`config.mk`:
```
export PLATFORM = sky130hd
export DESIGN_NAME = clock_countdown_timer_flat
export DESIGN_NICKNAME = d
export VERILOG_FILES = /design/src/rtl/core/ccd_pkg.sv /design/src/rtl/core/ccd_cmd_if.sv /design/src/rtl/core/ccd_disp_if.sv /design/src/rtl/core/clock_countdown_timer.sv /design/src/rtl/core/ccd_cfg_regs.sv /design/src/rtl/core/ccd_step.sv /design/src/flat_wrapper.sv
export SDC_FILE = /design/constraint.sdc
export NUM_CORES = 1
export LEC_CHECK = 0
export BUFFER_PORTS_ARGS = -buffer_cell sky130_fd_sc_hd__buf_2
export CAP_MARGIN = 40
export CORE_MARGIN = 2
export CORE_UTILIZATION = 35
export DETAILED_ROUTE_END_ITERATION = 12
export MAX_ROUTING_LAYER = met4
export PLACE_DENSITY = 0.65
export SLEW_MARGIN = 30
export SYNTH_ARGS = -nofsm -noshare
export SYNTH_HDL_FRONTEND = slang
export SYNTH_SLANG_ARGS = --single-unit
```
`constraint.sdc`:
```
create_clock -name clk -period 12.34 [get_ports clk]
set_input_delay 0 -clock clk [delete_from_list [all_inputs] [get_ports clk]]
set_output_delay 0 -clock clk [all_outputs]
set_load 0.01 [all_outputs]
```
`src/rtl/core/ccd_pkg.sv`:
```
// Package: widths, codes and record types of the clock/countdown timer.
`default_nettype none

package ccd_pkg;

    localparam int FUNC_W     = 2;
    localparam int IN_HOURS_W = 5;
    localparam int HOURS_W    = 7;
    localparam int MINUTES_W  = 6;
    localparam int SECONDS_W  = 6;
    localparam int CFG_IDX_W  = 3;
    localparam int CFG_DATA_W = 7;

    localparam logic [SECONDS_W-1:0] SECONDS_MAX = 6'd59;
    localparam logic [MINUTES_W-1:0] MINUTES_MAX = 6'd59;
    localparam logic [HOURS_W-1:0]   HOURS_MAX   = 7'd23;
    localparam logic [HOURS_W-1:0]   HALF_DAY    = 7'd12;

    typedef enum logic [FUNC_W-1:0] {
        FUNC_TICK      = 2'd0,
        FUNC_LOAD      = 2'd1,
        FUNC_RESTART   = 2'd2,
        FUNC_SET_BLINK = 2'd3
    } ccd_func_t;

    typedef enum logic [CFG_IDX_W-1:0] {
        REG_ENABLED          = 3'd0,
        REG_COUNT_DOWN       = 3'd1,
        REG_SIGNAL_ONLY      = 3'd2,
        REG_BLINK_SEPARATORS = 3'd3,
        REG_TWENTY_FOUR_HOUR = 3'd4,
        REG_PRESET_HOURS     = 3'd5,
        REG_PRESET_MINUTES   = 3'd6,
        REG_PRESET_SECONDS   = 3'd7
    } ccd_reg_idx_t;

    typedef struct packed {
        logic                 enabled;
        logic                 count_down;
        logic                 signal_only;
        logic                 blink_separators;
        logic                 twenty_four_hour;
        logic [HOURS_W-1:0]   preset_hours;
        logic [MINUTES_W-1:0] preset_minutes;
        logic [SECONDS_W-1:0] preset_seconds;
    } ccd_cfg_t;

    typedef struct packed {
        ccd_func_t             func;
        logic [IN_HOURS_W-1:0] time_hours;
        logic [MINUTES_W-1:0]  time_minutes;
        logic [SECONDS_W-1:0]  time_seconds;
        logic                  blink_value;
    } ccd_cmd_t;

    typedef struct packed {
        logic [HOURS_W-1:0]   count_hours;
        logic [MINUTES_W-1:0] count_minutes;
        logic [SECONDS_W-1:0] count_seconds;
        logic                 blink_flag;
        logic                 digit_phase;
        logic                 colon_phase;
    } ccd_state_t;

    typedef struct packed {
        logic [HOURS_W-1:0]   shown_hours;
        logic [MINUTES_W-1:0] shown_minutes;
        logic [SECONDS_W-1:0] shown_seconds;
        logic                 digits_lit;
        logic                 colons_lit;
        logic                 blinking;
    } ccd_disp_t;

endpackage

`default_nettype wire

```
`src/rtl/core/ccd_cmd_if.sv`:
```
// Interface: command channel (valid/ready plus command fields).
`default_nettype none

interface ccd_cmd_if;
    import ccd_pkg::*;

    logic                  valid;
    logic                  ready;
    logic [FUNC_W-1:0]     func;
    logic [IN_HOURS_W-1:0] time_hours;
    logic [MINUTES_W-1:0]  time_minutes;
    logic [SECONDS_W-1:0]  time_seconds;
    logic                  blink_value;

    modport source (
        output valid, func, time_hours, time_minutes, time_seconds, blink_value,
        input  ready
    );

    modport sink (
        input  valid, func, time_hours, time_minutes, time_seconds, blink_value,
        output ready
    );
endinterface

`default_nettype wire

```
`src/rtl/core/ccd_disp_if.sv`:
```
// Interface: display result channel (valid/ready plus display fields).
`default_nettype none

interface ccd_disp_if;
    import ccd_pkg::*;

    logic                 valid;
    logic                 ready;
    logic [HOURS_W-1:0]   shown_hours;
    logic [MINUTES_W-1:0] shown_minutes;
    logic [SECONDS_W-1:0] shown_seconds;
    logic                 digits_lit;
    logic                 colons_lit;
    logic                 blinking;

    modport source (
        output valid, shown_hours, shown_minutes, shown_seconds,
               digits_lit, colons_lit, blinking,
        input  ready
    );

    modport sink (
        input  valid, shown_hours, shown_minutes, shown_seconds,
               digits_lit, colons_lit, blinking,
        output ready
    );
endinterface

`default_nettype wire

```
`src/rtl/core/clock_countdown_timer.sv`:
```
// Top level of the clock/countdown timer: state, result register, handshakes.
//
//  channel | dir | width | content
//  --------+-----+-------+------------------------------------------------------
//  cmd     | in  | 20    | func, time_hours, time_minutes, time_seconds, blink_value
//  disp    | out | 22    | shown_hours/minutes/seconds, digits_lit, colons_lit, blinking
//  cfg_*   | in  | 1+3+7 | write enable, register index, write data
//
//  One command per cycle unless disp stalls: each transfer on cmd is applied to the
//  time state in the same cycle and its display record appears on disp in the
//  next cycle. The single result register sets the rate; cmd stays ready while that
//  register is empty or being drained, so a stall on disp holds cmd off only
//  while a result is waiting. Reset (rst_n low, asynchronous) clears the time
//  to 00:00:00, the blink flag and colon phase to 0, the digit phase to 1,
//  restores the register defaults and empties the result register.
`default_nettype none

module clock_countdown_timer (
    input  wire logic                           clk,
    input  wire logic                           rst_n,
    input  wire logic                           cfg_wen,
    input  wire logic [ccd_pkg::CFG_IDX_W-1:0]  cfg_index,
    input  wire logic [ccd_pkg::CFG_DATA_W-1:0] cfg_data,
    ccd_cmd_if.sink                             cmd,
    ccd_disp_if.source                          disp
);
    import ccd_pkg::*;

    ccd_cfg_t   cfg;
    ccd_cmd_t   cmd_word;
    ccd_state_t state_reg;
    ccd_state_t state_next;
    ccd_disp_t  disp_next;
    ccd_disp_t  disp_reg;
    logic       disp_valid_reg;
    logic       cmd_xfer;

    // Configuration registers; write them only while no command is in flight.
    ccd_cfg_regs u_cfg (
        .clk       (clk),
        .rst_n     (rst_n),
        .cfg_wen   (cfg_wen),
        .cfg_index (cfg_index),
        .cfg_data  (cfg_data),
        .cfg       (cfg)
    );

    // Gather the command fields into one record.
    assign cmd_word.func         = ccd_func_t'(cmd.func);
    assign cmd_word.time_hours   = cmd.time_hours;
    assign cmd_word.time_minutes = cmd.time_minutes;
    assign cmd_word.time_seconds = cmd.time_seconds;
    assign cmd_word.blink_value  = cmd.blink_value;

    // Apply the command to the current state and form the display record.
    ccd_step u_step (
        .cfg  (cfg),
        .cmd  (cmd_word),
        .cur  (state_reg),
        .nxt  (state_next),
        .disp (disp_next)
    );

    // Accept while the result slot is empty or its content leaves this cycle.
    assign cmd.ready = !disp_valid_reg || disp.ready;
    assign cmd_xfer  = cmd.valid && cmd.ready;

    // Advance the time state on every transfer; hold it otherwise.
    always_ff @(posedge clk or negedge rst_n)
    begin
        if (!rst_n)
        begin
            state_reg.count_hours   <= '0;
            state_reg.count_minutes <= '0;
            state_reg.count_seconds <= '0;
            state_reg.blink_flag    <= 1'b0;
            state_reg.digit_phase   <= 1'b1;
            state_reg.colon_phase   <= 1'b0;
        end
        else if (cmd_xfer)
        begin
            state_reg <= state_next;
        end
    end

    // Result register: fill on a transfer, drop the valid once taken.
    always_ff @(posedge clk or negedge rst_n)
    begin
        if (!rst_n)
        begin
            disp_valid_reg <= 1'b0;
        end
        else if (cmd_xfer)
        begin
            disp_valid_reg <= 1'b1;
        end
        else if (disp.ready)
        begin
            disp_valid_reg <= 1'b0;
        end
    end

    always_ff @(posedge clk)
    begin
        if (cmd_xfer)
        begin
            disp_reg <= disp_next;
        end
    end

    assign disp.valid         = disp_valid_reg;
    assign disp.shown_hours   = disp_reg.shown_hours;
    assign disp.shown_minutes = disp_reg.shown_minutes;
    assign disp.shown_seconds = disp_reg.shown_seconds;
    assign disp.digits_lit    = disp_reg.digits_lit;
    assign disp.colons_lit    = disp_reg.colons_lit;
    assign disp.blinking      = disp_reg.blinking;

endmodule

`default_nettype wire

```
`src/rtl/core/ccd_cfg_regs.sv`:
```
// Configuration register file of the clock/countdown timer.
`default_nettype none

module ccd_cfg_regs (
    input  wire logic                           clk,
    input  wire logic                           rst_n,
    input  wire logic                           cfg_wen,
    input  wire logic [ccd_pkg::CFG_IDX_W-1:0]  cfg_index,
    input  wire logic [ccd_pkg::CFG_DATA_W-1:0] cfg_data,
    output ccd_pkg::ccd_cfg_t                   cfg
);
    import ccd_pkg::*;

    ccd_cfg_t cfg_reg;

    always_ff @(posedge clk or negedge rst_n)
    begin
        if (!rst_n)
        begin
            cfg_reg.enabled          <= 1'b1;
            cfg_reg.count_down       <= 1'b0;
            cfg_reg.signal_only      <= 1'b1;
            cfg_reg.blink_separators <= 1'b0;
            cfg_reg.twenty_four_hour <= 1'b1;
            cfg_reg.preset_hours     <= '0;
            cfg_reg.preset_minutes   <= '0;
            cfg_reg.preset_seconds   <= '0;
        end
        else if (cfg_wen)
        begin
            unique case (ccd_reg_idx_t'(cfg_index))
                REG_ENABLED:          cfg_reg.enabled          <= cfg_data[0];
                REG_COUNT_DOWN:       cfg_reg.count_down       <= cfg_data[0];
                REG_SIGNAL_ONLY:      cfg_reg.signal_only      <= cfg_data[0];
                REG_BLINK_SEPARATORS: cfg_reg.blink_separators <= cfg_data[0];
                REG_TWENTY_FOUR_HOUR: cfg_reg.twenty_four_hour <= cfg_data[0];
                REG_PRESET_HOURS:     cfg_reg.preset_hours     <= cfg_data[HOURS_W-1:0];
                REG_PRESET_MINUTES:   cfg_reg.preset_minutes   <= cfg_data[MINUTES_W-1:0];
                REG_PRESET_SECONDS:   cfg_reg.preset_seconds   <= cfg_data[SECONDS_W-1:0];
                default:              cfg_reg.enabled          <= cfg_reg.enabled;
            endcase
        end
    end

    assign cfg = cfg_reg;

endmodule

`default_nettype wire

```
`src/rtl/core/ccd_step.sv`:
```
// Next-state and display logic for one command of the clock/countdown timer.
`default_nettype none

module ccd_step (
    input  wire ccd_pkg::ccd_cfg_t   cfg,
    input  wire ccd_pkg::ccd_cmd_t   cmd,
    input  wire ccd_pkg::ccd_state_t cur,
    output ccd_pkg::ccd_state_t      nxt,
    output ccd_pkg::ccd_disp_t       disp
);
    import ccd_pkg::*;

    // Count up: each field wraps to zero above its limit, carrying upward.
    logic [SECONDS_W:0]   sec_inc;
    logic                 sec_wrap;
    logic [MINUTES_W:0]   min_inc;
    logic                 min_wrap;
    logic [HOURS_W:0]     hr_inc;
    logic [SECONDS_W-1:0] up_sec;
    logic [MINUTES_W-1:0] up_min;
    logic [HOURS_W-1:0]   up_hr;

    // Count down: borrow through seconds and minutes.
    logic                 sec_zero;
    logic                 min_zero;
    logic                 at_zero;
    logic [SECONDS_W-1:0] down_sec;
    logic [MINUTES_W-1:0] down_min;
    logic [HOURS_W-1:0]   down_hr;

    assign sec_inc  = {1'b0, cur.count_seconds} + (SECONDS_W+1)'(1);
    assign sec_wrap = sec_inc > {1'b0, SECONDS_MAX};
    assign up_sec   = sec_wrap ? '0 : sec_inc[SECONDS_W-1:0];
    assign min_inc  = {1'b0, cur.count_minutes} + (MINUTES_W+1)'(sec_wrap);
    assign min_wrap = min_inc > {1'b0, MINUTES_MAX};
    assign up_min   = min_wrap ? '0 : min_inc[MINUTES_W-1:0];
    assign hr_inc   = {1'b0, cur.count_hours} + (HOURS_W+1)'(min_wrap);
    assign up_hr    = (hr_inc > {1'b0, HOURS_MAX}) ? '0 : hr_inc[HOURS_W-1:0];

    assign sec_zero = (cur.count_seconds == '0);
    assign min_zero = (cur.count_minutes == '0);
    assign at_zero  = sec_zero && min_zero && (cur.count_hours == '0);
    assign down_sec = sec_zero ? SECONDS_MAX : cur.count_seconds - SECONDS_W'(1);
    assign down_min = !sec_zero ? cur.count_minutes :
                      (min_zero ? MINUTES_MAX : cur.count_minutes - MINUTES_W'(1));
    assign down_hr  = (sec_zero && min_zero) ? cur.count_hours - HOURS_W'(1)
                                             : cur.count_hours;

    always_comb
    begin
        nxt = cur;
        unique case (cmd.func)
            FUNC_TICK:
            begin
                if (cfg.enabled)
                begin
                    nxt.colon_phase = cfg.blink_separators ? ~cur.colon_phase : 1'b1;
                    nxt.digit_phase = cur.blink_flag ? ~cur.digit_phase : 1'b1;
                    if (cfg.count_down)
                    begin
                        if (at_zero)
                        begin
                            nxt.blink_flag = 1'b1;
                        end
                        else
                        begin
                            nxt.count_hours   = down_hr;
                            nxt.count_minutes = down_min;
                            nxt.count_seconds = down_sec;
                        end
                    end
                    else if (cfg.signal_only)
                    begin
                        nxt.count_hours   = HOURS_W'(cmd.time_hours);
                        nxt.count_minutes = cmd.time_minutes;
                        nxt.count_seconds = cmd.time_seconds;
                    end
                    else
                    begin
                        nxt.count_hours   = up_hr;
                        nxt.count_minutes = up_min;
                        nxt.count_seconds = up_sec;
                    end
                end
            end
            FUNC_LOAD:
            begin
                if (!cfg.count_down)
                begin
                    nxt.count_hours   = HOURS_W'(cmd.time_hours);
                    nxt.count_minutes = cmd.time_minutes;
                    nxt.count_seconds = cmd.time_seconds;
                end
            end
            FUNC_RESTART:
            begin
                nxt.count_hours   = cfg.preset_hours;
                nxt.count_minutes = cfg.preset_minutes;
                nxt.count_seconds = cfg.preset_seconds;
            end
            FUNC_SET_BLINK:
            begin
                nxt.blink_flag  = cmd.blink_value;
                nxt.digit_phase = 1'b1;
            end
            default:
            begin
                nxt = cur;
            end
        endcase
        // Blank the digits whenever the block is disabled.
        nxt.digit_phase = nxt.digit_phase & cfg.enabled;
    end

    always_comb
    begin
        if (!cfg.twenty_four_hour && !cfg.count_down && (nxt.count_hours > HALF_DAY))
        begin
            disp.shown_hours = nxt.count_hours - HALF_DAY;
        end
        else
        begin
            disp.shown_hours = nxt.count_hours;
        end
        disp.shown_minutes = nxt.count_minutes;
        disp.shown_seconds = nxt.count_seconds;
        disp.digits_lit    = nxt.digit_phase;
        disp.colons_lit    = nxt.colon_phase;
        disp.blinking      = nxt.blink_flag;
    end

endmodule

`default_nettype wire

```
`src/flat_wrapper.sv`:
```
// flat-port wrapper written by rule: the top's interface ports become plain ports
module clock_countdown_timer_flat import ccd_pkg::*;
  (clk, rst_n, cfg_wen, cfg_index, cfg_data, cmd_valid, cmd_func, cmd_time_hours, cmd_time_minutes, cmd_time_seconds, cmd_blink_value, cmd_ready, disp_valid, disp_shown_hours, disp_shown_minutes, disp_shown_seconds, disp_digits_lit, disp_colons_lit, disp_blinking, disp_ready);
  ccd_cmd_if cmd_i ();
  ccd_disp_if disp_i ();
  input  wire logic clk;
  input  wire logic rst_n;
  input  wire logic cfg_wen;
  input  wire logic [ccd_pkg::CFG_IDX_W-1:0] cfg_index;
  input  wire logic [ccd_pkg::CFG_DATA_W-1:0] cfg_data;
  input wire logic [$bits(cmd_i.valid)-1:0] cmd_valid;
  input wire logic [$bits(cmd_i.func)-1:0] cmd_func;
  input wire logic [$bits(cmd_i.time_hours)-1:0] cmd_time_hours;
  input wire logic [$bits(cmd_i.time_minutes)-1:0] cmd_time_minutes;
  input wire logic [$bits(cmd_i.time_seconds)-1:0] cmd_time_seconds;
  input wire logic [$bits(cmd_i.blink_value)-1:0] cmd_blink_value;
  output wire logic [$bits(cmd_i.ready)-1:0] cmd_ready;
  output wire logic [$bits(disp_i.valid)-1:0] disp_valid;
  output wire logic [$bits(disp_i.shown_hours)-1:0] disp_shown_hours;
  output wire logic [$bits(disp_i.shown_minutes)-1:0] disp_shown_minutes;
  output wire logic [$bits(disp_i.shown_seconds)-1:0] disp_shown_seconds;
  output wire logic [$bits(disp_i.digits_lit)-1:0] disp_digits_lit;
  output wire logic [$bits(disp_i.colons_lit)-1:0] disp_colons_lit;
  output wire logic [$bits(disp_i.blinking)-1:0] disp_blinking;
  input wire logic [$bits(disp_i.ready)-1:0] disp_ready;
  assign cmd_i.valid = cmd_valid;
  assign cmd_i.func = cmd_func;
  assign cmd_i.time_hours = cmd_time_hours;
  assign cmd_i.time_minutes = cmd_time_minutes;
  assign cmd_i.time_seconds = cmd_time_seconds;
  assign cmd_i.blink_value = cmd_blink_value;
  assign cmd_ready = cmd_i.ready;
  assign disp_valid = disp_i.valid;
  assign disp_shown_hours = disp_i.shown_hours;
  assign disp_shown_minutes = disp_i.shown_minutes;
  assign disp_shown_seconds = disp_i.shown_seconds;
  assign disp_digits_lit = disp_i.digits_lit;
  assign disp_colons_lit = disp_i.colons_lit;
  assign disp_blinking = disp_i.blinking;
  assign disp_i.ready = disp_ready;
  clock_countdown_timer u_core (.clk(clk), .rst_n(rst_n), .cfg_wen(cfg_wen), .cfg_index(cfg_index), .cfg_data(cfg_data), .cmd(cmd_i), .disp(disp_i));
endmodule
```
Word-level counts from Yosys, hierarchy flattened
Cells that the tools add are included.
- flip-flop bits (word level): 69
- input port bits: 35
- add/subtract/negate cells: 7
- order comparisons: 4
- equality and inequality tests: 10
- multiplexer cells: 22
- bitwise logic cells: 3
- reduce and logical (&&, ||, !) cells: 23
- operator list (cell ; number):
    $mux 19 ; 4
    $pmux 19 s3 ; 1
    $mux 6 ; 5
    $mux 22 ; 1
    $mux 7 ; 3
    $reduce_and 2->1 ; 8
    $gt 7x6->1 const B ; 2
    $eq 3x3->1 const B ; 4
    $logic_not 6->1 ; 2
    $sub 6x1->6 const B ; 2
    $add 7x1->8 ; 1
    $gt 8x5->1 const B ; 1
    $add 6x1->7 ; 1
    $add 6x1->7 const B ; 1
    $gt 7x4->1 const B ; 1
    $logic_not 7->1 ; 1
    $mux 1 ; 7
    $sub 7x1->7 const B ; 1
    $sub 7x4->7 const B ; 1
    $eq 3x2->1 const B ; 2
    $logic_and 1x1->1 ; 5
    $eq 2x2->1 const B ; 2
    $pmux 2 s2 ; 1
    $eq 3x1->1 const B ; 1
    8 further kinds ; 11

Depth between registers and ports, before layout
Gate-level depths: netlist (run 1).
- depth after elaboration: 14
- gate-level depth with buffers: 22
- gate-level depth less buffers: 21

Modules after synthesis
A second synthesis (run 1) with hierarchy kept.
- cells, all modules: 522
- area total of the unflattened synthesis: 5186.2 µm²
- modules (own cells, without submodules) (module ; times used ; cells each ; area an instance (µm²)):
    ccd_step ; 1 ; 391 ; 2549.9
    clock_countdown_timer ; 1 ; 73 ; 1614.0
    ccd_cfg_regs ; 1 ; 58 ; 1022.2

Worst setup path after synthesis (run 1)
OpenSTA, ideal clock, no wires.
- kind: reg-to-reg
- from: register u_core.state_reg[3] (netlist name)
- to: register u_core.disp_reg (netlist bit u_core.disp.shown_hours[3]) (data pin)
- data arrival time: 5.526 ns
- required time: 12.078 ns
- path slack: 6.552 ns
- cell stages (with the launch flop): 23
- path buffers: 1
- clock period less this slack: 5.788 ns
- path through: dfrtp_1 > clkbuf_1 > inv_1 > ha_1 > a21boi_0 > o41a_1 > a31oi_1 > ha_1 > nand3_1 > or3_1 > a211oi_1 > ha_1 > ha_1 > and4b_1 > a2bb2oi_1 > nand4_1 > o22ai_1 > a222oi_1 > inv_1 > ha_1 > a311o_1 > a311o_1 > mux2_1
- RTL lines (element ; line ; source):
    start, declared ; clock_countdown_timer.sv:31 ; ccd_state_t state_reg;
    start signal, assigned ; clock_countdown_timer.sv:82 ; state_reg <= state_next;
    end signal, assigned ; clock_countdown_timer.sv:107 ; disp_reg <= disp_next;
    end, declared ; clock_countdown_timer.sv:34 ; ccd_disp_t disp_reg;

==> results of run 1 <==
[final cells by class]
type | count | area [µm²]
Clock buffer | 11 | 243
Tap cell | 176 | 220
Multi-Input combinational cell | 377 | 2560
Clock inverter | 5 | 35.0
Sequential cell | 69 | 1840
Inverter | 26 | 97.6
Fill cell | 1285 | 7620
Timing Repair Buffer | 78 | 469
[per-layer routing]
| layer | wire, µm | track usage (%) | up-vias |
|---|---|---|---|
| li1 | - | - | 2017 |
| met1 | 6250 | 28.6 | 2056 |
| met4 | 354 | 8.33 | 0 |
| met2 | 6380 | 30.1 | 143 |
| met3 | 805 | 3.78 | 31 |
| met5 | 0 | - | - |
[how the worst max path moves through the flow]
stage                              from                         end  slack, ps  cells after the start
floorplan           u_core.state_reg[3]  u_core.disp.shown_hours[3]       6550                     22
global placement    u_core.state_reg[3]  u_core.disp.shown_hours[3]       5930                     21
detailed placement  u_core.state_reg[3]  u_core.disp.shown_hours[3]       5680                     21
CTS                 u_core.state_reg[3]  u_core.disp.shown_hours[3]       5640                     21
global route        u_core.state_reg[3]  u_core.disp.shown_hours[3]       5080                     21
finish              u_core.state_reg[3]  u_core.disp.shown_hours[3]       5510                     21
[layout by cell type, fill, tap and decap left out, types with 3 or more instances in the layout]
cell type	Yosys	routed
mux2i_1	4	4
nand2_1	47	47
or4_1	3	3
xnor2_1	9	9
a211oi_1	3	3
edfxtp_1	22	22
dfrtp_1	43	43
a31oi_1	10	10
nand2b_1	6	6
nor3_1	11	11
nor4_1	3	3
o31ai_1	8	8
o211ai_1	3	3
a221oi_1	6	6
and3_1	4	4
buf_4	0	9
dfstp_2	4	4
buf_2	6	58
inv_1	26	26
ha_1	16	16
o21ai_0	28	28
or3_1	5	5
a21oi_1	50	50
nand3_1	16	16
a21boi_0	3	3
o2bb2ai_1	4	4
a21o_1	3	3
a22oi_1	3	3
a311o_1	3	3
a221o_1	10	10
dlygate4sd3_1	0	10
mux2_2	29	29
o311ai_0	3	3
nor3b_1	5	5
nand4_1	5	5
nor2_1	28	28
o21a_1	4	4
clkbuf_16	0	9
[power groups by stage]
stage               logic, W  registers (W)  clock network [W]
floorplan           0.000241       0.000329                  0
global placement    0.000287       0.000367                  0
detailed placement  0.000292       0.000370                  0
CTS                 0.000296       0.000366           0.000249
global route        0.000335       0.000376           0.000259
finish              0.000299       0.000368           0.000245
[stage by stage]
step / util [%] / std cells / hold slack [ps] / worst slack (ps)
global placement: 38.7 / 713 / 150 / 5930
detailed placement: 38.8 / 715 / 158 / 5680
floorplan: - / 507 / -296 / 6550
finish: 41.8 / 742 / 39.4 / 5510
CTS: 41.7 / 741 / 30.6 / 5640
global route: 41.8 / 742 / 63.7 / 5080
[logic make-up after synthesis]
group                    count (synthesis)
buffers and inverters                   61
AO/OA/AOI/OAI                          167
multiplexers                            34
flip-flops                              69
adder cells (fa/ha/maj)                 16
AND/OR/NAND/NOR                        149
XOR/XNOR                                11
[worst max-delay path, cell delays in order, from the launching register on]
cell and delay (ps):
dfrtp_1 510, ha_1 250, nand3_1 100, xor2_1 190, o41a_1 420, a31oi_1 560, ha_1 330, nand3_1 140
or3_1 340, a211oi_1 700, ha_1 380, ha_1 270, and4b_1 220, a2bb2oi_1 80, nand4_1 110, o22ai_1 100
a222oi_1 470, inv_1 160, ha_1 240, a311o_1 320, a311o_1 370, mux2_1 320
==> metrics.txt, run 1 <==
outcome completed; Tot Pwr 0.000912 W; Bufs on Longest Clock Path 2; 1st-pass router iterations 6; vias in the first global route 4007; Final Skew 9.67 ps; Worst-Margin Slew 799 ps; io pins 59; CTS buffer count 9; gpl congestion 0.958; max cap viols 0; Critical Path AT 6920 ps; max reg flops 24; Startpoint Class register; Worst setup EP type register; Layout Nets 612; top-area cell type share of the netlist area 23.2%; PortBufs 58; Resized Gates After CTS 0; Seq/Total Area, Yosys 39.7%; Yosys top cell by area dfrtp_1; Power per Cell Area 167 mW/mm²; core box area 0.0131 mm²; initial antenna violation count 0; post-synthesis mux area share 8.14%; Mean Syn Cell Area 9.16 µm²; Gate power share 32.8%; Synth Area in Compound Gates 24.1%; global-route usage over all layers 20.7%; global-route wire length before repair 22300 µm; Die X 119 µm; synthesized-area fraction occupied by xor and xnor cells 2.07%; static leakage 2.27 nW; largest net degree at the start of global routing 48; row cnt 42; Die Height 119 µm; Synth Flop Type dfrtp_1; Final setup viols 0; root buf cell clkbuf_16; r2r endpoint u_core.disp.shown_hours[3]; Ys Warns 0; Max FO, Critical Path 10; detailed placer's ending HPWL 9700 µm; Synth area leaders dfrtp_1, edfxtp_1, mux2_2, a21oi_1, ha_1; fmax 146 MHz; Post-CTS Hold Buffers 10; Peak VDD IR 0.0000537 V; Vias 4247; Pint 0.000564 W; Hold Crit Depth 4; period utilization 55.4%; Final Instance Area 0.00547 mm²; Layout Area Growth over Synthesis 17.7%; R2R setup slack 5510 ps; Slew HR 46.4%; Mapped Area 0.00464 mm²; CTS tree built; drt wl/cell 18.6 µm; Residual DRC 0; commonest cells in the netlist a21oi_1, nand2_1, dfrtp_1; RSZ-0062 raised after global routing false; Setup Buffers After CTS 0; Post-Route WL 13800 µm; Post-synth ARST share 68.1%; Die ar. 0.0142 mm²; clock share of power 26.9%; Final min period 6830 ps; Switching Share 38.1%; Critical R2R Launch u_core.state_reg[3]; Crit path required time 12430 ps; Final Hold Vio Count 0; Max Slew Vio Count 0; Placed Area 0.00508 mm²; Hold WC Path Type input port to register; Num Clock Sinks 69; reg2reg path depth 21; largest family of logic cells by synthesized area compound AO/OA/AOI/OAI gates; clock-pin slew on the worst setup and hold paths 60 ps; sw power 0.000348 W; initial drt markers 524; Starting Density 35.5%; Worst Hold Launch cfg_index[0]; Vias/cell 5.72; Post-Synthesis Cells 507; setup TNS 0 ps; EDFF count, synth 22; antenna-violating nets left 0; grt total ovfl 0; CTS H-tree lvls 3; fraction of layout cells with a size suffix above 1 22.1%; Seq pwr share 40.3%; post-synthesis adder-cell area fraction 4.31%; kind of critical path register to register; Yosys cell types 72; clock latency at the later pin of the worst-skew pair 340 ps; hold path endpoint u_core.u_cfg.cfg[23]; count leader, synth a21oi_1; post-synthesis simple-gate area fraction 16.4%; post-synth net total 558; #FFs+latches synth 69; # diodes 0
(Power assumes the default switching activity.)
==> run 2: changes to the inputs <==
clock period = 6.3 ns   (was 12.34 ns; I/O delays follow)
==> metrics.txt, run 2 (synthesis gave the netlist of run 1 again) <==
Post-Route WL 14000 µm (was 13800 µm); static leakage 2.30 nW (was 2.27 nW); Worst setup EP type register (unchanged); most frequent cells in the layout buf_2, a21oi_1, nand2_1, dfrtp_1, mux2_2 (unchanged); M2 GR Usage 32.2% (was 30.1%); Final Skew 10.7 ps (was 9.67 ps); Switching Share 36.5% (was 38.1%); global-route usage over all layers 20.7% (about the same); CTS H-tree lvls 3 (unchanged); Layout Area Growth over Synthesis 19.3% (was 17.7%); Hold WC Path Type input port to register (unchanged); max reg flops 24 (unchanged); Power per Cell Area 337 mW/mm² (was 167 mW/mm²); period utilization 94.6% (was 55.4%); core box area 0.0131 mm² (unchanged); Seq pwr share 38.9% (was 40.3%); gpl congestion 0.963 (was 0.958); Bufs on Longest Clock Path 2 (unchanged); r2r endpoint u_core.disp.shown_hours[3] (unchanged); outcome completed (unchanged); clock share of power 29.7% (was 26.9%); Residual DRC 0 (unchanged); CP Depth 21 (unchanged); clock latency at the later pin of the worst-skew pair 340 ps (about the same); Critical R2R Launch u_core.state_reg[3] (unchanged); antenna-violating nets left 0 (unchanged); initial antenna violation count 0 (unchanged); initial drt markers 374 (was 524); Die Height 119 µm (unchanged); grt total ovfl 0 (unchanged); sw power 0.000682 W (was 0.000348 W); Peak VDD IR 0.000125 V (was 0.0000537 V); reg2reg path depth 21 (unchanged); Final setup viols 0 (unchanged); fraction of layout cells with a size suffix above 1 22.5% (was 22.1%); CTS buffer count 9 (unchanged); Crit path largest cell delay 510 ps (was 700 ps); PortBufs 58 (unchanged); 1st-pass router iterations 4 (was 6); CP dominant cell by count ha_1 (unchanged); CTS tree built (unchanged); Final Instance Area 0.00554 mm² (was 0.00547 mm²); kind of critical path register to register (unchanged); grt met3 use 2.54% (was 3.78%); vias in the first global route 4145 (was 4007); Worst-Margin Slew 650 ps (was 799 ps); Layout Utilization 42.3% (was 41.8%); Tot Pwr 0.00187 W (was 0.000912 W); Layout Nets 615 (was 612); Final Hold Vio Count 0 (unchanged); CP Buf/Inv Count 1 (unchanged); Critical path origin u_core.state_reg[3] (unchanged); io pins 59 (unchanged); detailed placer's ending HPWL 9960 µm (was 9700 µm); Crit path required time 6390 ps (was 12430 ps); # diodes 0 (unchanged); drt wl/cell 18.8 µm (was 18.6 µm); grt met1 use 27.8% (was 28.6%); Placed Area 0.00509 mm² (was 0.00508 mm²); crit-path cells ha_1 -> nand3_1 -> xor2_1 -> o41a_1 -> a31oi_1 -> ha_1 -> nand3_1 -> or3_1 -> a211oi_1 -> ha_1 -> ha_1 -> and4b_1 -> a2bb2oi_1 -> nand4_1 -> o22ai_1 -> a222oi_1 -> inv_1 -> ha_1 -> a311o_1 -> a311o_1 -> mux2_1 (unchanged); Slew HR 56.7% (was 46.4%); FILL cells 1276 (was 1285); family with the most delay on the worst path compound AO/OA/AOI/OAI gates (unchanged); row cnt 42 (unchanged); Max FO, Critical Path 10 (unchanged); Die X 119 µm (unchanged); global-route wire length before repair 22400 µm (was 22300 µm); Critical Path AT 6050 ps (was 6920 ps); root buf cell clkbuf_16 (unchanged); Setup crit end u_core.disp.shown_hours[3] (unchanged); commonest non-fill, non-tap cell in the layout buf_2 (unchanged); Final min period 5960 ps (was 6830 ps); critical path's slowest cell dfrtp_1 (was a211oi_1); Die ar. 0.0142 mm² (unchanged); Num Clock Sinks 69 (unchanged); Vias/cell 5.80 (was 5.72); Max Slew Vio Count 0 (unchanged); fmax 168 MHz (was 146 MHz); Gate power share 31.4% (was 32.8%); Vias 4323 (was 4247); largest net degree at the start of global routing 48 (unchanged); Starting Density 35.5% (unchanged); R2R setup slack 340 ps (was 5510 ps); Pint 0.00119 W (was 0.000564 W); Startpoint Class register (unchanged); clock-pin slew on the worst setup and hold paths 60 ps (about the same); Most Used Layer, Global Route met2 (unchanged); max cap viols 0 (unchanged)
==> run 2: cell types whose count changed in the layout (fill, tap and decap cells not counted) <==
cell        previous run  this run
o21ai_1                1         2
clkinv_4               2         1
o21ai_0               28        27
clkinvlp_4             0         1
clkbuf_8               1         0
buf_4                  9        12
bufinv_16              0         1
inv_4                  2         0
clkbuf_16              9        11
==> run 2: per-stage QoR <==
stage	setup WS (ps)	setup TNS, ps	std cells	hold slack, ps
floorplan	512	0	507	-296
global placement	565	0	715	145
finish	340	0	745	57.2
CTS	293	0	743	51.1
detailed placement	307	0	717	151
global route	-39.3	-39.3	745	68.0
==> run 2: worst min-delay path by stage <==
| stage | start | to | slack, ps | cells past startpoint |
|---|---|---|---|---|
| after floorplan | rst_n | u_core.disp.valid | -300 | 0 |
| after global placement | rst_n | u_core.state_reg[3] | 150 | 2 |
| after detailed placement | rst_n | u_core.state_reg[3] | 150 | 2 |
| after CTS | cfg_index[0] | u_core.u_cfg.cfg[23] | 50 | 4 |
| after global routing | cmd_blink_value | u_core.disp.blinking | 70 | 3 |
| final | cmd_blink_value | u_core.disp.blinking | 60 | 3 |
==> run 2: worst register-to-register path, cell delays in order (launching register included) <==
cell	delay, ps
dfrtp_1	510
ha_1	250
nand3_1	100
xor2_1	190
o41a_1	420
a31oi_1	230
ha_1	270
nand3_1	140
or3_1	340
a211oi_1	410
ha_1	310
ha_1	270
and4b_1	230
a2bb2oi_1	80
nand4_1	100
o22ai_1	100
a222oi_1	400
inv_1	140
ha_1	220
a311o_1	300
a311o_1	370
mux2_1	320
==> run 2: power groups by stage <==
stage	registers [W]	logic, W	clock network (W)
after floorplan	0.000645	0.000471	0
after global placement	0.000728	0.000560	0
after detailed placement	0.000729	0.000570	0
after CTS	0.000722	0.000579	0.000564
after global routing	0.000745	0.000655	0.000583
final	0.000727	0.000586	0.000555
==> run 2: timing repair <==
item,in CTS,in global routing
hold buffers,10,0
hold endpoints to repair,61,0
buffers inserted,0,1
setup endpoints to repair,0,1
resized for setup,0,1
==> run 2: final cells by class <==
| type | count | area, µm² | share of cell area (%) |
|---|---|---|---|
| multi-input combinational | 377 | 2560 | 46.2 |
| sequential | 69 | 1840 | 33.2 |
| timing repair buffer | 81 | 492 | 8.88 |
| clock buffer | 12 | 279 | 5.04 |
| tap | 176 | 220 | 3.97 |
| inverter | 26 | 97.6 | 1.76 |
| clock inverter | 4 | 51.3 | 0.926 |
==> run 2: layer usage <==
metal,share of wire [%],vias up
met5,0,-
met4,2.2,0
met3,6.1,25
met2,48,159
met1,44,2113
li1,-,2026
==> run 3: changes to the inputs <==
CORE_UTILIZATION = 40   (was 35)
PLACE_DENSITY = 0.71   (was 0.65)
==> metrics.txt, run 3 (synthesis gave the netlist of run 1 again) <==
Critical path origin u_core.state_reg[4] (was u_core.state_reg[3]); antenna-violating nets left 0 (unchanged); setup TNS 0 ps (unchanged); Peak VDD IR 0.000130 V (was 0.000125 V); Hold Crit Depth 4 (was 3); CP Buf/Inv Count 1 (unchanged); DP Worst Slack 272 ps (was 307 ps); Crit path required time 6390 ps (about the same); Max FO, Critical Path 7 (was 10); grt met1 use 29.7% (was 27.8%); Most Used Layer, Global Route met2 (unchanged); commonest non-fill, non-tap cell in the layout buf_2 (unchanged); initial antenna violation count 0 (unchanged); Vias 4405 (was 4323); most frequent cells in the layout buf_2, a21oi_1, nand2_1, dfrtp_1, mux2_2 (unchanged); # diodes 0 (unchanged); Worst Hold Launch cfg_index[0] (was cmd_blink_value); outcome completed (unchanged); grt met3 use 3.86% (was 2.54%); Final min period 5950 ps (was 5960 ps); Worst-Margin Slew 857 ps (was 650 ps); drt wl/cell 19.2 µm (was 18.8 µm); 1st-pass router iterations 5 (was 4); Die Height 112 µm (was 119 µm); global-route wire length before repair 22000 µm (was 22400 µm); PortBufs 58 (unchanged); CTS buffer count 9 (unchanged); max reg flops 24 (unchanged); crit-path cells ha_1 -> nand3_1 -> xor2_1 -> o41a_1 -> a31oi_1 -> ha_1 -> nand3_1 -> or3_1 -> a211oi_2 -> ha_1 -> ha_1 -> and4b_1 -> a2bb2oi_1 -> nand4_1 -> o22ai_1 -> a222oi_1 -> inv_1 -> ha_1 -> a311o_1 -> a311o_1 -> mux2_1 (was ha_1 -> nand3_1 -> xor2_1 -> o41a_1 -> a31oi_1 -> ha_1 -> nand3_1 -> or3_1 -> a211oi_1 -> ha_1 -> ha_1 -> and4b_1 -> a2bb2oi_1 -> nand4_1 -> o22ai_1 -> a222oi_1 -> inv_1 -> ha_1 -> a311o_1 -> a311o_1 -> mux2_1); Layout Area Growth over Synthesis 17.3% (was 19.3%); Final Skew 12.7 ps (was 10.7 ps); Worst setup EP type register (unchanged); RSZ-0062 raised after global routing false; R2R setup slack 350 ps (was 340 ps); global-route usage over all layers 22.8% (was 20.7%); root buf cell clkbuf_16 (unchanged); io pins 59 (unchanged); Vias/cell 6.21 (was 5.80); Bufs on Longest Clock Path 2 (unchanged); clock latency at the later pin of the worst-skew pair 350 ps (was 340 ps); vias in the first global route 4237 (was 4145); fraction of layout cells with a size suffix above 1 22.4% (was 22.5%); static leakage 2.28 nW (was 2.30 nW); Critical R2R Launch u_core.state_reg[4] (was u_core.state_reg[3]); M2 GR Usage 35.1% (was 32.2%); Hold Slack 24.2 ps (was 57.2 ps); CTS tree built (unchanged); initial drt markers 497 (was 374); Startpoint Class register (unchanged); r2r endpoint u_core.disp.shown_hours[3] (unchanged); CP dominant cell by count ha_1 (unchanged); Starting Density 40.8% (was 35.5%); Crit path largest cell delay 460 ps (was 510 ps); Critical Path AT 6040 ps (was 6050 ps); clock-pin slew on the worst setup and hold paths 60 ps (about the same); row cnt 39 (was 42); hold path endpoint u_core.u_cfg.cfg[23] (was u_core.disp.blinking); period utilization 94.4% (was 94.6%); Max Slew Vio Count 0 (unchanged); Post-Route WL 13600 µm (was 14000 µm); largest net degree at the start of global routing 48 (unchanged); kind of critical path register to register (unchanged); Num Clock Sinks 69 (unchanged); Hold WC Path Type input port to register (unchanged); grt total ovfl 0 (unchanged); Residual DRC 0 (unchanged); Final setup viols 0 (unchanged); Slew HR 42.5% (was 56.7%); fin worst setup slack 350 ps (was 340 ps); critical path's slowest cell a222oi_1 (was dfrtp_1); detailed placer's ending HPWL 9410 µm (was 9960 µm); gpl congestion 0.998 (was 0.963); Power per Cell Area 335 mW/mm² (was 337 mW/mm²); max cap viols 0 (unchanged); Die ar. 0.0125 mm² (was 0.0142 mm²); Layout Nets 612 (was 615); Final Hold Vio Count 0 (unchanged); Layout Utilization 47.9% (was 42.3%); CTS H-tree lvls 3 (unchanged); family with the most delay on the worst path compound AO/OA/AOI/OAI gates (unchanged); core box area 0.0114 mm² (was 0.0131 mm²); Die X 112 µm (was 119 µm); reg2reg path depth 21 (unchanged); fmax 168 MHz (about the same)
==> run 3: area by class of cell <==
class	instances	area, µm²
Inverter	26	97.6
Fill cell	1074	5920
Timing Repair Buffer	78	468
Multi-Input combinational cell	377	2560
Tap cell	143	179
Clock inverter	4	28.8
Sequential cell	69	1840
Clock buffer	12	268
==> run 3: worst max path at each step <==
stage	end	slack (ps)	depth (start not counted)
floorplan	u_core.disp.shown_hours[3]	510	22
global placement	u_core.disp.shown_hours[3]	550	21
detailed placement	u_core.disp.shown_hours[3]	270	21
CTS	u_core.disp.shown_hours[3]	180	21
global route	u_core.disp.shown_hours[3]	60	21
finish	u_core.disp.shown_hours[3]	350	21
==> run 3: metal layers <==
metal  vias up  part of all wire, %
met5         -                    0
met4         0                  2.9
met3        33                  7.4
met2       222                   47
met1      2121                   43
li1       2029                    -
==> run 3: tightest hold or removal path: cells and delay by family <==
kind / cells / cell delay [ps]
buf+inv: 1 / 150
compound gates: 1 / 70
simple gates: 2 / 140
==> run 3: through the flow <==
stage / area [µm²] / power (W) / instances
final: 5450 / 0.00182 / 709
after global placement: 5030 / 0.00128 / 681
after detailed placement: 5040 / 0.00129 / 682
after global routing: 5450 / 0.00192 / 709
after CTS: 5430 / 0.00181 / 708
after floorplan: 4640 / 0.00112 / 507
==> run 3: report_power, final <==
group / switching (W) / internal, W / total [W]
sequential: 0.000149 / 0.000573 / 0.000722
combinational: 0.000336 / 0.000259 / 0.000595
clock: 0.000204 / 0.000302 / 0.000506
==> run 3: what timing repair did <==
action / in CTS / in global routing
hold buffers: 10 / 0
setup endpoints to repair: 0 / 2
gates resized for setup: 0 / 2
hold endpoints to repair: 61 / 0
buffers inserted: 0 / 1
